### config.mk
export PLATFORM = sky130hd
export DESIGN_NAME = ready_queue_scheduler_flat
export DESIGN_NICKNAME = d
export VERILOG_FILES = /design/src/sv/rqs_pkg.sv /design/src/sv/rqs_if.sv /design/src/sv/rqs_ctrl.sv /design/src/sv/rqs_dp.sv /design/src/sv/ready_queue_scheduler.sv /design/src/flat_wrapper.sv
export SDC_FILE = /design/constraint.sdc
export NUM_CORES = 1
export LEC_CHECK = 0
export BUFFER_PORTS_ARGS = -buffer_cell sky130_fd_sc_hd__buf_2
export CAP_MARGIN = 10
export CORE_MARGIN = 1.5
export CORE_UTILIZATION = 39
export CTS_CLUSTER_DIAMETER = 80
export CTS_CLUSTER_SIZE = 14
export DETAILED_ROUTE_END_ITERATION = 8
export GPL_ROUTABILITY_DRIVEN = 0
export SLEW_MARGIN = 40
export SYNTH_ARGS = -nofsm -noshare
export SYNTH_HDL_FRONTEND = slang
export SYNTH_SLANG_ARGS = --single-unit
### constraint.sdc
create_clock -name clk_i -period 10.05 [get_ports clk_i]
set_input_delay 2.5125 -clock clk_i [delete_from_list [all_inputs] [get_ports clk_i]]
set_output_delay 2.5125 -clock clk_i [all_outputs]
set_load 0.005 [all_outputs]
### src/sv/rqs_pkg.sv
// Package of the ready queue scheduler: sizes, codes, entry type and the
// command and status structs between controller and datapath. No dependencies.
package rqs_pkg;

  localparam int QUEUE_DEPTH = 32;
  localparam int IDX_W       = $clog2(QUEUE_DEPTH);
  localparam int CNT_W       = $clog2(QUEUE_DEPTH + 1);
  localparam int ID_W        = 8;
  localparam int TIME_W      = 24;
  localparam int CFG_W       = 16;
  localparam int DONE_W      = 16;

  // Policy codes.
  localparam logic [1:0] POL_FIFO = 2'd0;
  localparam logic [1:0] POL_RR   = 2'd1;
  localparam logic [1:0] POL_SJF  = 2'd2;
  localparam logic [1:0] POL_PSJF = 2'd3;

  // Result status codes.
  localparam logic [1:0] ST_ACCEPTED = 2'd0;
  localparam logic [1:0] ST_GRANTED  = 2'd1;
  localparam logic [1:0] ST_EMPTY    = 2'd2;
  localparam logic [1:0] ST_FULL     = 2'd3;

  // Configuration register indexes.
  localparam logic [1:0] REG_POLICY  = 2'd0;
  localparam logic [1:0] REG_QUANTUM = 2'd1;
  localparam logic [1:0] REG_UNIT    = 2'd2;

  localparam logic [CFG_W-1:0] QUANTUM_RESET = 16'd500;
  localparam logic [CFG_W-1:0] UNIT_RESET    = 16'd100;

  typedef struct packed {
    logic [ID_W-1:0]   id;
    logic [TIME_W-1:0] rem;
  } entry_t;

  // Datapath operations, one per cycle.
  typedef enum logic [3:0] {
    OP_NONE,
    OP_LOAD,
    OP_REJECT,
    OP_APPEND,
    OP_RD_PREV,
    OP_SHIFT,
    OP_RD_HEAD,
    OP_CLOSE_ROT,
    OP_RD_TAIL,
    OP_CLOSE_TAIL,
    OP_CLEAR_SLICE,
    OP_EMPTY,
    OP_GRANT
  } op_e;

  typedef struct packed {
    op_e op;
  } cmd_t;

  typedef struct packed {
    logic empty;
    logic full;
    logic sjf;
    logic slice_open;
    logic rot_ok;
    logic shift;
    logic pos_zero;
    logic out_busy;
  } stat_t;

  // Physical slot of a logical queue position in the circular buffer.
  function automatic logic [IDX_W-1:0] phys_idx(input logic [IDX_W-1:0] head,
                                                input logic [CNT_W-1:0] ofs);
    logic [CNT_W:0] sum;
    sum = (CNT_W+1)'(head) + (CNT_W+1)'(ofs);
    if (sum >= (CNT_W+1)'(QUEUE_DEPTH)) begin
      sum = sum - (CNT_W+1)'(QUEUE_DEPTH);
    end
    return sum[IDX_W-1:0];
  endfunction

endpackage

### src/sv/rqs_if.sv
// Handshake interfaces of the ready queue scheduler: input, result and
// configuration channels. Depends on rqs_pkg.
interface rqs_in_if;
  logic                      valid;
  logic                      ready;
  logic                      action;
  logic [rqs_pkg::ID_W-1:0]   process_id;
  logic [rqs_pkg::TIME_W-1:0] exec_time;
  modport source (output valid, action, process_id, exec_time, input ready);
  modport sink   (input valid, action, process_id, exec_time, output ready);
endinterface

interface rqs_out_if;
  logic                       valid;
  logic                       ready;
  logic [1:0]                 status;
  logic [rqs_pkg::ID_W-1:0]   granted_id;
  logic [rqs_pkg::TIME_W-1:0] slice_length;
  logic                       switched;
  logic [rqs_pkg::DONE_W-1:0] jobs_done;
  modport source (output valid, status, granted_id, slice_length, switched, jobs_done,
                  input ready);
  modport sink   (input valid, status, granted_id, slice_length, switched, jobs_done,
                  output ready);
endinterface

interface rqs_cfg_if;
  logic                      valid;
  logic                      ready;
  logic [1:0]                index;
  logic [rqs_pkg::CFG_W-1:0] data;
  modport source (output valid, index, data, input ready);
  modport sink   (input valid, index, data, output ready);
endinterface

### src/sv/rqs_ctrl.sv
// Controller of the ready queue scheduler: sequences arrivals and dispatches
// into datapath operations. Depends on rqs_pkg.
module rqs_ctrl (
  input  logic           clk_i,
  input  logic           rst_ni,
  input  logic           in_valid_i,
  input  logic           in_action_i,
  output logic           in_ready_o,
  input  rqs_pkg::stat_t stat_i,
  output rqs_pkg::cmd_t  cmd_o
);
  import rqs_pkg::*;

  localparam logic [3:0] S_IDLE  = 4'd0;
  localparam logic [3:0] S_ARR   = 4'd1;
  localparam logic [3:0] S_ACMP  = 4'd2;
  localparam logic [3:0] S_DISP  = 4'd3;
  localparam logic [3:0] S_DHEAD = 4'd4;
  localparam logic [3:0] S_DTAIL = 4'd5;
  localparam logic [3:0] S_GRANT = 4'd6;
  localparam logic [3:0] S_GHEAD = 4'd7;

  logic [3:0] state_q, state_d;

  assign in_ready_o = (state_q == S_IDLE) && !stat_i.out_busy;

  // Next state and operation.
  always_comb begin
    state_d   = state_q;
    cmd_o.op  = OP_NONE;
    unique case (state_q)
      S_IDLE: begin
        if (in_valid_i && in_ready_o) begin
          cmd_o.op = OP_LOAD;
          state_d  = in_action_i ? S_DISP : S_ARR;
        end
      end
      S_ARR: begin
        if (stat_i.full) begin
          cmd_o.op = OP_REJECT;
          state_d  = S_IDLE;
        end else if (stat_i.sjf && !stat_i.pos_zero) begin
          cmd_o.op = OP_RD_PREV;
          state_d  = S_ACMP;
        end else begin
          cmd_o.op = OP_APPEND;
          state_d  = S_IDLE;
        end
      end
      S_ACMP: begin
        if (stat_i.shift) begin
          cmd_o.op = OP_SHIFT;
          state_d  = S_ARR;
        end else begin
          cmd_o.op = OP_APPEND;
          state_d  = S_IDLE;
        end
      end
      S_DISP: begin
        if (stat_i.slice_open && !stat_i.empty) begin
          cmd_o.op = OP_RD_HEAD;
          state_d  = S_DHEAD;
        end else begin
          if (stat_i.slice_open) begin
            cmd_o.op = OP_CLEAR_SLICE;
          end
          state_d = S_GRANT;
        end
      end
      S_DHEAD: begin
        if (stat_i.rot_ok) begin
          cmd_o.op = OP_CLOSE_ROT;
          state_d  = S_GRANT;
        end else begin
          cmd_o.op = OP_RD_TAIL;
          state_d  = S_DTAIL;
        end
      end
      S_DTAIL: begin
        cmd_o.op = OP_CLOSE_TAIL;
        state_d  = S_GRANT;
      end
      S_GRANT: begin
        if (stat_i.empty) begin
          cmd_o.op = OP_EMPTY;
          state_d  = S_IDLE;
        end else begin
          cmd_o.op = OP_RD_HEAD;
          state_d  = S_GHEAD;
        end
      end
      S_GHEAD: begin
        cmd_o.op = OP_GRANT;
        state_d  = S_IDLE;
      end
      default: begin
        state_d = S_IDLE;
      end
    endcase
  end

  // State register.
  always_ff @(posedge clk_i or negedge rst_ni) begin
    if (!rst_ni) begin
      state_q <= S_IDLE;
    end else begin
      state_q <= state_d;
    end
  end

endmodule

### src/sv/rqs_dp.sv
// Datapath of the ready queue scheduler: circular queue memory, counters,
// configuration registers and result register. Depends on rqs_pkg, rqs_if.
module rqs_dp (
  input  logic                      clk_i,
  input  logic                      rst_ni,
  input  logic [rqs_pkg::ID_W-1:0]   in_id_i,
  input  logic [rqs_pkg::TIME_W-1:0] in_time_i,
  input  rqs_pkg::cmd_t             cmd_i,
  output rqs_pkg::stat_t            stat_o,
  rqs_out_if.source                 out_o,
  rqs_cfg_if.sink                   cfg_i
);
  import rqs_pkg::*;

  entry_t mem_q [QUEUE_DEPTH];
  entry_t rd_q, new_q, wr_data;
  logic   wr_en, rd_en;
  logic [IDX_W-1:0] wr_addr, rd_addr, head_q;
  logic [CNT_W-1:0] count_q, pos_q;
  logic [DONE_W-1:0] retired_q;
  logic [ID_W-1:0]   last_id_q;
  logic grant_valid_q, slice_open_q;
  logic [1:0]       policy_q;
  logic [CFG_W-1:0] quantum_q, unit_q, lim;
  logic [TIME_W-1:0] slice;
  logic out_valid_q;
  logic [1:0]        o_status_q;
  logic [ID_W-1:0]   o_id_q;
  logic [TIME_W-1:0] o_slice_q;
  logic              o_sw_q;
  logic              retire;

  // Status toward the controller.
  assign stat_o.empty      = (count_q == '0);
  assign stat_o.full       = (count_q == CNT_W'(QUEUE_DEPTH));
  assign stat_o.sjf        = policy_q[1];
  assign stat_o.slice_open = slice_open_q;
  assign stat_o.rot_ok     = (policy_q != POL_PSJF) || (rd_q.rem == '0);
  assign stat_o.shift      = (new_q.rem < rd_q.rem);
  assign stat_o.pos_zero   = (pos_q == '0);
  assign stat_o.out_busy   = out_valid_q;

  // Slice length for the head job.
  always_comb begin
    lim = (policy_q == POL_RR) ? quantum_q : unit_q;
    if (lim == '0) begin
      lim = CFG_W'(1);
    end
    if (policy_q == POL_RR || policy_q == POL_PSJF) begin
      slice = (rd_q.rem > TIME_W'(lim)) ? TIME_W'(lim) : rd_q.rem;
    end else begin
      slice = rd_q.rem;
    end
  end

  // Memory port addressing.
  always_comb begin
    wr_en   = 1'b0;
    wr_addr = phys_idx(head_q, pos_q);
    wr_data = new_q;
    rd_en   = 1'b0;
    rd_addr = head_q;
    case (cmd_i.op)
      OP_APPEND: begin
        wr_en = 1'b1;
      end
      OP_SHIFT: begin
        wr_en   = 1'b1;
        wr_data = rd_q;
      end
      OP_CLOSE_ROT: begin
        wr_en   = 1'b1;
        wr_addr = phys_idx(head_q, count_q);
        wr_data = rd_q;
      end
      OP_GRANT: begin
        wr_en   = 1'b1;
        wr_addr = head_q;
        wr_data = '{id: rd_q.id, rem: rd_q.rem - slice};
      end
      OP_RD_PREV: begin
        rd_en   = 1'b1;
        rd_addr = phys_idx(head_q, pos_q - CNT_W'(1));
      end
      OP_RD_HEAD: begin
        rd_en = 1'b1;
      end
      OP_RD_TAIL: begin
        rd_en   = 1'b1;
        rd_addr = phys_idx(head_q, count_q - CNT_W'(1));
      end
      default: begin
      end
    endcase
  end

  assign retire = ((cmd_i.op == OP_CLOSE_ROT) || (cmd_i.op == OP_CLOSE_TAIL)) &&
                  (rd_q.rem == '0);

  // Queue memory with registered read.
  always_ff @(posedge clk_i) begin
    if (wr_en) begin
      mem_q[wr_addr] <= wr_data;
    end
    if (rd_en) begin
      rd_q <= mem_q[rd_addr];
    end
  end

  // Arriving word and insertion position.
  always_ff @(posedge clk_i) begin
    if (cmd_i.op == OP_LOAD) begin
      new_q <= '{id: in_id_i, rem: in_time_i};
      pos_q <= count_q;
    end else if (cmd_i.op == OP_SHIFT) begin
      pos_q <= pos_q - CNT_W'(1);
    end
  end

  // Queue control state.
  always_ff @(posedge clk_i or negedge rst_ni) begin
    if (!rst_ni) begin
      head_q        <= '0;
      count_q       <= '0;
      retired_q     <= '0;
      last_id_q     <= '0;
      grant_valid_q <= 1'b0;
      slice_open_q  <= 1'b0;
    end else begin
      if (cmd_i.op == OP_APPEND) begin
        count_q <= count_q + CNT_W'(1);
      end
      if (cmd_i.op == OP_CLOSE_ROT) begin
        head_q <= phys_idx(head_q, CNT_W'(1));
      end
      if (retire) begin
        count_q <= count_q - CNT_W'(1);
        if (retired_q != '1) begin
          retired_q <= retired_q + DONE_W'(1);
        end
      end
      if ((cmd_i.op == OP_CLOSE_ROT) || (cmd_i.op == OP_CLOSE_TAIL) ||
          (cmd_i.op == OP_CLEAR_SLICE)) begin
        slice_open_q <= 1'b0;
      end
      if (cmd_i.op == OP_GRANT) begin
        last_id_q     <= rd_q.id;
        grant_valid_q <= 1'b1;
        slice_open_q  <= 1'b1;
      end
    end
  end

  // Configuration registers; writes are always taken.
  assign cfg_i.ready = 1'b1;
  always_ff @(posedge clk_i or negedge rst_ni) begin
    if (!rst_ni) begin
      policy_q  <= POL_FIFO;
      quantum_q <= QUANTUM_RESET;
      unit_q    <= UNIT_RESET;
    end else if (cfg_i.valid) begin
      case (cfg_i.index)
        REG_POLICY:  policy_q  <= cfg_i.data[1:0];
        REG_QUANTUM: quantum_q <= cfg_i.data;
        REG_UNIT:    unit_q    <= cfg_i.data;
        default: begin
        end
      endcase
    end
  end

  // Result register valid flag.
  always_ff @(posedge clk_i or negedge rst_ni) begin
    if (!rst_ni) begin
      out_valid_q <= 1'b0;
    end else if ((cmd_i.op == OP_REJECT) || (cmd_i.op == OP_APPEND) ||
                 (cmd_i.op == OP_EMPTY) || (cmd_i.op == OP_GRANT)) begin
      out_valid_q <= 1'b1;
    end else if (out_o.ready) begin
      out_valid_q <= 1'b0;
    end
  end

  // Result word payload.
  always_ff @(posedge clk_i) begin
    case (cmd_i.op)
      OP_REJECT, OP_APPEND, OP_EMPTY: begin
        o_status_q <= (cmd_i.op == OP_REJECT) ? ST_FULL :
                      (cmd_i.op == OP_APPEND) ? ST_ACCEPTED : ST_EMPTY;
        o_id_q     <= '0;
        o_slice_q  <= '0;
        o_sw_q     <= 1'b0;
      end
      OP_GRANT: begin
        o_status_q <= ST_GRANTED;
        o_id_q     <= rd_q.id;
        o_slice_q  <= slice;
        o_sw_q     <= !grant_valid_q || (rd_q.id != last_id_q);
      end
      default: begin
      end
    endcase
  end

  assign out_o.valid        = out_valid_q;
  assign out_o.status       = o_status_q;
  assign out_o.granted_id   = o_id_q;
  assign out_o.slice_length = o_slice_q;
  assign out_o.switched     = o_sw_q;
  assign out_o.jobs_done    = retired_q;

endmodule

### src/sv/ready_queue_scheduler.sv
// Ready queue scheduler: FIFO, round robin, SJF and preemptive SJF policies.
// Arrival: load, then append, or reject when full; under SJF each step first reads the
// previous entry and shifts it back one place while the new job is shorter.
// A new word is taken only when the sequencer is idle and the previous result has drained.
// Reset: asynchronous active low; queue empty, counters zero, registers at defaults.
// Depends on rqs_pkg, rqs_if, rqs_ctrl, rqs_dp.
module ready_queue_scheduler (
  input  logic       clk_i,
  input  logic       rst_ni,
  rqs_in_if.sink     in_i,
  rqs_out_if.source  out_o,
  rqs_cfg_if.sink    cfg_i
);
  import rqs_pkg::*;

  cmd_t  cmd;
  stat_t stat;

  rqs_ctrl u_ctrl (
    .clk_i       (clk_i),
    .rst_ni      (rst_ni),
    .in_valid_i  (in_i.valid),
    .in_action_i (in_i.action),
    .in_ready_o  (in_i.ready),
    .stat_i      (stat),
    .cmd_o       (cmd)
  );

  rqs_dp u_dp (
    .clk_i     (clk_i),
    .rst_ni    (rst_ni),
    .in_id_i   (in_i.process_id),
    .in_time_i (in_i.exec_time),
    .cmd_i     (cmd),
    .stat_o    (stat),
    .out_o     (out_o),
    .cfg_i     (cfg_i)
  );

endmodule
### src/flat_wrapper.sv
// flat-port wrapper written by rule: the top's interface ports become plain ports
module ready_queue_scheduler_flat import rqs_pkg::*;
  (clk_i, rst_ni, in_i_valid, in_i_action, in_i_process_id, in_i_exec_time, in_i_ready, out_o_valid, out_o_status, out_o_granted_id, out_o_slice_length, out_o_switched, out_o_jobs_done, out_o_ready, cfg_i_valid, cfg_i_index, cfg_i_data, cfg_i_ready);
  rqs_in_if in_i_i ();
  rqs_out_if out_o_i ();
  rqs_cfg_if cfg_i_i ();
  input  logic clk_i;
  input  logic rst_ni;
  input wire logic [$bits(in_i_i.valid)-1:0] in_i_valid;
  input wire logic [$bits(in_i_i.action)-1:0] in_i_action;
  input wire logic [$bits(in_i_i.process_id)-1:0] in_i_process_id;
  input wire logic [$bits(in_i_i.exec_time)-1:0] in_i_exec_time;
  output wire logic [$bits(in_i_i.ready)-1:0] in_i_ready;
  output wire logic [$bits(out_o_i.valid)-1:0] out_o_valid;
  output wire logic [$bits(out_o_i.status)-1:0] out_o_status;
  output wire logic [$bits(out_o_i.granted_id)-1:0] out_o_granted_id;
  output wire logic [$bits(out_o_i.slice_length)-1:0] out_o_slice_length;
  output wire logic [$bits(out_o_i.switched)-1:0] out_o_switched;
  output wire logic [$bits(out_o_i.jobs_done)-1:0] out_o_jobs_done;
  input wire logic [$bits(out_o_i.ready)-1:0] out_o_ready;
  input wire logic [$bits(cfg_i_i.valid)-1:0] cfg_i_valid;
  input wire logic [$bits(cfg_i_i.index)-1:0] cfg_i_index;
  input wire logic [$bits(cfg_i_i.data)-1:0] cfg_i_data;
  output wire logic [$bits(cfg_i_i.ready)-1:0] cfg_i_ready;
  assign in_i_i.valid = in_i_valid;
  assign in_i_i.action = in_i_action;
  assign in_i_i.process_id = in_i_process_id;
  assign in_i_i.exec_time = in_i_exec_time;
  assign in_i_ready = in_i_i.ready;
  assign out_o_valid = out_o_i.valid;
  assign out_o_status = out_o_i.status;
  assign out_o_granted_id = out_o_i.granted_id;
  assign out_o_slice_length = out_o_i.slice_length;
  assign out_o_switched = out_o_i.switched;
  assign out_o_jobs_done = out_o_i.jobs_done;
  assign out_o_i.ready = out_o_ready;
  assign cfg_i_i.valid = cfg_i_valid;
  assign cfg_i_i.index = cfg_i_index;
  assign cfg_i_i.data = cfg_i_data;
  assign cfg_i_ready = cfg_i_i.ready;
  ready_queue_scheduler u_core (.clk_i(clk_i), .rst_ni(rst_ni), .in_i(in_i_i), .out_o(out_o_i), .cfg_i(cfg_i_i));
endmodule
# Word-level counts from Yosys, hierarchy flattened
# Memory sizes are Yosys's and may differ from the RTL's. A register that Yosys moved wholly into a read port is not among the register bits.
# Index checks and enable logic that the tools add are counted.
classes:
  shifts: 0
  n_bitwise: 0
  mux: 48
  reduce_logical: 36
  magnitude_cmp: 7
  div: 0
  n_addsub: 15
  multipliers: 0
  n_eq_ne: 28
ops:
  columns: ["cell", "count"]
  rows:
  - ["32-bit case mux with 2 select lines", 1]
  - ["24-bit 2-to-1 mux", 2]
  - ["24-bit case mux with 2 select lines", 1]
  - ["4-bit by 3-bit == test with 1-bit output, second input constant", 8]
  - ["16-bit 2-to-1 mux", 2]
  - ["4-bit case mux with 8 select lines", 1]
  - ["5-bit by 6-bit adder with 7-bit output", 4]
  - ["7-bit by 6-bit >= comparator with 1-bit output, second input constant", 4]
  - ["4-bit case mux with 7 select lines", 1]
  - ["5-bit 2-to-1 mux", 5]
  - ["5-bit by 1-bit subtractor with 5-bit output, second input constant", 5]
  - ["24-bit by 16-bit greater-than comparator with 1-bit output", 1]
  - ["24-bit zero test", 1]
  - ["24-bit less-than comparator", 1]
  - ["6-bit 2-to-1 mux", 4]
  - ["24-bit subtractor", 1]
  - ["4-bit == test, second input constant", 5]
  - ["4-bit 2-to-1 mux", 5]
  - ["5-bit case mux with 2 select lines", 2]
  - ["16-bit by 1-bit adder with 16-bit output, second input constant", 1]
  - ["4-bit by 2-bit == test with 1-bit output, second input constant", 4]
  - ["16-bit zero test", 1]
  - ["16-bit != test, second input constant", 1]
  - ["8-bit case mux with 2 select lines", 1]
  - ["27 further kinds", 72]
totals:
  register_bits: 149
  word_cells: 153
  latchBits: 0
  output_inout_bits: 54
  mem_bits_rw: 1024
  n_memories: 1
  rom_bits: 0
  inputBits: 56
mem_list:
  columns: ["name", "words", "word_bits", "rd", "rd_ports_with_merged_regs", "write_ports", "line", "source"]
  rows:
  - ["u_core.u_dp.mem_q", 32, 32, 1, 1, 1, "rqs_dp.sv:15", "entry_t mem_q [QUEUE_DEPTH];"]

# Logic depth before layout (Yosys ltp)
logic_depth:
  ltp_word: 11
  depth_mapped: 34
  depth_no_buf: 31

# By module
# From an unflattened synthesis, not the netlist that was laid out.
unflattened:
  cells_unflattened: 3713
  hier_area_um2: 51051.5
by_module_without_submodules:
  columns: ["mod", "cells_each", "seq_area_each_um2", "area_per_inst_um2", "n_inst"]
  rows:
  - ["rqs_dp", 3655, 35715.5, 50662.3, 1]
  - ["rqs_ctrl", 58, 75.1, 389.1, 1]

# Worst setup path before layout
# Ideal clock, no wire load.
synth_timing:
  path_type: "register to register"
  start: "register u_core.u_dp.policy_q[0]"
  end: "memory u_core.u_dp.mem_q[0][16] (netlist bit) (data pin)"
  setup_time_ps: 454
  n_path_buf: 4
  synth_period_minus_slack_ps: 8196
  slack_ps: 1854
  t_required_ps: 9596
  arrival_time_ps: 7742
  path_stages_with_launch: 33
  cell_sequence: "dfrtp_1 > clkbuf_1 > nor2b_1 > clkbuf_1 > clkbuf_1 > mux2i_1 > nand4_1 > nor4_1 > a211oi_1 > inv_1 > ha_1 > nor2b_1 > o21a_1 > o21a_1 > o21a_1 > o21a_1 > o21ai_0 > a31oi_1 > o211ai_1 > clkbuf_1 > a21oi_1 > fa_1 > a21o_1 > a21o_1 > a2111oi_2 > nor4_1 > a2111oi_0 > o21bai_1 > nor2b_1 > nand2b_1 > a21oi_1 > xnor2_1 > o21ai_0"
synth_rtl:
  columns: ["item", "line", "source"]
  rows:
  - ["start, declared", "rqs_dp.sv:23", "logic [1:0] policy_q;"]
  - ["start signal, assigned", "rqs_dp.sv:163", "REG_POLICY: policy_q <= cfg_i.data[1:0];"]
  - ["end, declared", "rqs_dp.sv:15", null]

==> results.toml <==
[run_status]
status = "complete, no violations"

[hold_path]
hold_depth = 1
hold_path_end = "u_core.u_dp.grant_valid_q$_DFFE_PN0P_"
hold_start = "u_core.u_dp.grant_valid_q$_DFFE_PN0P_"
min_path_type = "flop to flop"

[worst_setup_path]
cp_common_cell = "o21a_1"
r2r_start = "u_core.u_dp.policy_q[0]$_DFFE_PN0P_"
path_class = "flop to flop"
cp.required_ns = 10.53
cp.arrival_ns = 8.78
crit_path_max_incr_delay_ns = 0.64
start_kind = "flop"
cp_max_fo = 32
r2r_setup_slack_ns = 1.75
critPathCaptureType = "flop"
reg2reg_depth = 33
slowest_stage = "nor2b_4"
r2r_end = "u_core.u_dp.mem_q[28][22]$_DFFE_PP_"

[run]
max_cap_viol_count = 0

[routing]
dr.pass1.iters = 8
vias = 30830
routed_wl_um = 148000
drt-vias-per-instance = 5.721
ant_nets = 0
first_iter_violations = 4211
drc = 0
wl_per_cell_um = 27.47

[sta]
period_needed_ns = 8.303
relSlewSlack = 0.3956
timing.fmax_mhz = 120.4
drv_slew = 0
setup-violations-final = 0
worst_slack_ns = 1.747
rsz0062_at_grt = "no"
fin_skew_ns = 0.03842
tightest_slew_ns = 0.9011
min_period_over_period = 0.8261
hold_slack_ns = 0.4692
finalSetupTns_ns = 0
finalHoldViolCount = 0

[final_layout]
drive_gt1_frac = 0.1207
syn_to_final_growth_pct = 11.30
final_nets = 3750

[cts]
postCtsHoldBufs = 0
cts_resized = 0
clock-sinks = 1204
cts_made_buffers = 96
cts_max_level = 3
cts-root-buf = "clkbuf_16"
cts_buffer_depth = 3
clkLatencyLatePin_ns = 0.70
postCtsSetupBuffers = 0
clk_pin_slew_worst_paths_ns = 0.07
cts_tree = "built"

[global_routing]
grt.total_usage = 0.2199
overflow = 0
grt_start_max_net_pins = 126
grt_pass1_vias = 28740
grt_pass1_wl_um = 209800
antenna_found_initial = 1

[placed_design]
dp_hpwl_um = 82000
portBuffers = 108
place_ws_ns = 1.976

[synth]
syn_avg_cell_area_um2 = 14.48
synthTopCellsByCount = "edfxtp_1, nand2_1, mux2i_1"
synth_edf_count = 1129
yosys.area.top_type = "edfxtp_1"
yosys_warnings = 0
syn-cell-area_mm2 = 0.05078
ys_top_cells_by_area = "edfxtp_1, mux2i_1, nand2_1"
yosysMostFrequentCell = "edfxtp_1"
synth.distinct_cells = 73
netlist_instances = 3507
ys_seq_elements = 1204
ys_seq_area_frac = 0.7047
synthArstFlopShare = 0.06229
syn_nets = 3647
synth_top_area_frac = 0.6676
synthFlopType = "edfxtp_1"

[die]
placementRows = 132
start_util = 0.3927
dieWidth_um = 363.9
design.die.area_mm2 = 0.1324
core_mm2 = 0.1293
die_height_um = 363.9
io_pins = 110
worst max-delay path by stage:
| stage | startpoint | to | cells after the start |
|---|---|---|---|
| global route | u_core.u_dp.policy_q[0]$_DFFE_PN0P_ | u_core.u_dp.mem_q[25][22]$_DFFE_PP_ | 33 |
| global placement | u_core.u_dp.policy_q[0]$_DFFE_PN0P_ | u_core.u_dp.mem_q[0][14]$_DFFE_PP_ | 30 |
| CTS | u_core.u_dp.policy_q[0]$_DFFE_PN0P_ | u_core.u_dp.mem_q[25][22]$_DFFE_PP_ | 33 |
| floorplan | u_core.u_dp.policy_q[0]$_DFFE_PN0P_ | u_core.u_dp.mem_q[0][16]$_DFFE_PP_ | 32 |
| finish | u_core.u_dp.policy_q[0]$_DFFE_PN0P_ | u_core.u_dp.mem_q[28][22]$_DFFE_PP_ | 33 |
| detailed placement | u_core.u_dp.policy_q[0]$_DFFE_PN0P_ | u_core.u_dp.mem_q[28][22]$_DFFE_PP_ | 33 |
through the flow:
stage / util / area, µm² / cells
after detailed placement: 0.4162 / 53820 / 5253
final: 0.4371 / 56530 / 5388
after global placement: 0.4143 / 53580 / 5245
after CTS: 0.4368 / 56490 / 5386
after floorplan: - / 50790 / 3507
after global routing: 0.4371 / 56530 / 5388
state kept, by name, summed over array words and instances (netlist names), 2 cells and up:
signal	cells
u_core.u_dp.mem_q	1024
u_core.u_dp.new_q	32
u_core.u_dp.rd_q	32
u_core.u_dp.out_o.slice_length	24
u_core.u_dp.out_o.jobs_done	16
u_core.u_dp.quantum_q	16
u_core.u_dp.unit_q	16
u_core.u_dp.last_id_q	8
u_core.u_dp.out_o.granted_id	8
u_core.u_dp.count_q	6
u_core.u_dp.pos_q	6
u_core.u_dp.head_q	5
u_core.u_ctrl.state_q	3
u_core.u_dp.out_o.status	2
u_core.u_dp.policy_q	2
layout by cell type, fill, tap and decap left out, types with 6 or more instances in the layout:
| cell | Yosys | final |
|---|---|---|
| dfrtp_1 | 66 | 66 |
| a22oi_1 | 13 | 13 |
| a31oi_1 | 10 | 9 |
| mux2_2 | 43 | 43 |
| o21a_1 | 9 | 9 |
| o2111ai_1 | 32 | 32 |
| buf_12 | 0 | 7 |
| edfxtp_1 | 1129 | 1129 |
| dfstp_2 | 9 | 9 |
| clkbuf_16 | 0 | 99 |
| a211oi_1 | 6 | 6 |
| a32oi_1 | 128 | 128 |
| nor2_1 | 222 | 182 |
| nand3_1 | 188 | 186 |
| buf_4 | 18 | 68 |
| o21ai_4 | 0 | 7 |
| a21oi_1 | 64 | 64 |
| clkbuf_1 | 61 | 28 |
| o21ai_0 | 36 | 26 |
| nor3_1 | 9 | 9 |
| xor2_1 | 23 | 23 |
| and3_1 | 16 | 16 |
| mux2i_1 | 408 | 407 |
| nand2b_1 | 14 | 14 |
| nand4_1 | 48 | 48 |
| ha_1 | 81 | 81 |
| xnor2_1 | 42 | 42 |
| a221o_2 | 0 | 10 |
| nor4_1 | 9 | 9 |
| buf_6 | 21 | 6 |
| a21o_1 | 28 | 26 |
| nand2_1 | 532 | 531 |
| nor2b_1 | 17 | 16 |
| nor2_4 | 1 | 41 |
| inv_1 | 52 | 52 |
| and2_1 | 12 | 12 |
| buf_2 | 83 | 107 |
cell families (layout without fill, tap and decap cells):
kind of cell             after synthesis  in the layout  synth area share
AND/OR/NAND/NOR                     1088           1088           0.09293
AO/OA/AOI/OAI                        374            374           0.05558
buffers and inverters                239            377           0.02414
XOR/XNOR                              65             65           0.01121
other                                  1              2        0.00007384
adder cells (fa/ha/maj)               84             84           0.02114
multiplexers                         452            452           0.09017
flip-flops                          1204           1204            0.7047
layer usage:
| metal | track usage | vias to the layer above | wire [µm] |
|---|---|---|---|
| met1 | 0.3165 | 15680 | 63510 |
| li1 | - | 13440 | - |
| met4 | 0.07056 | 0 | 4323 |
| met2 | 0.3415 | 1493 | 67300 |
| met3 | 0.03344 | 220 | 12880 |
| met5 | 0 | - | 0 |
worst max-delay path: cells and delay by family, from the launching register on:
kind | cells | cell delay, ns
buffers and inverters | 4 | 0.80
AND/OR/NAND/NOR | 6 | 1.39
adder cells (fa/ha/maj) | 3 | 0.72
multiplexers | 1 | 0.53
AO/OA/AOI/OAI | 19 | 4.01
flip-flops | 1 | 0.59
area by class of cell:
type / count / area [µm²]
Timing Repair Buffer: 192 / 1351
Sequential cell: 1204 / 35790
Clock buffer: 127 / 2582
Fill cell: 11470 / 72790
Tap cell: 1742 / 2180
Antenna cell: 1 / 2.502
Multi-Input combinational cell: 2064 / 14340
Inverter: 52 / 195.2
Clock inverter: 6 / 88.84
Power is not shown: default switching activity piles up to over one toggle a cycle in this logic, so the estimate is an artifact.
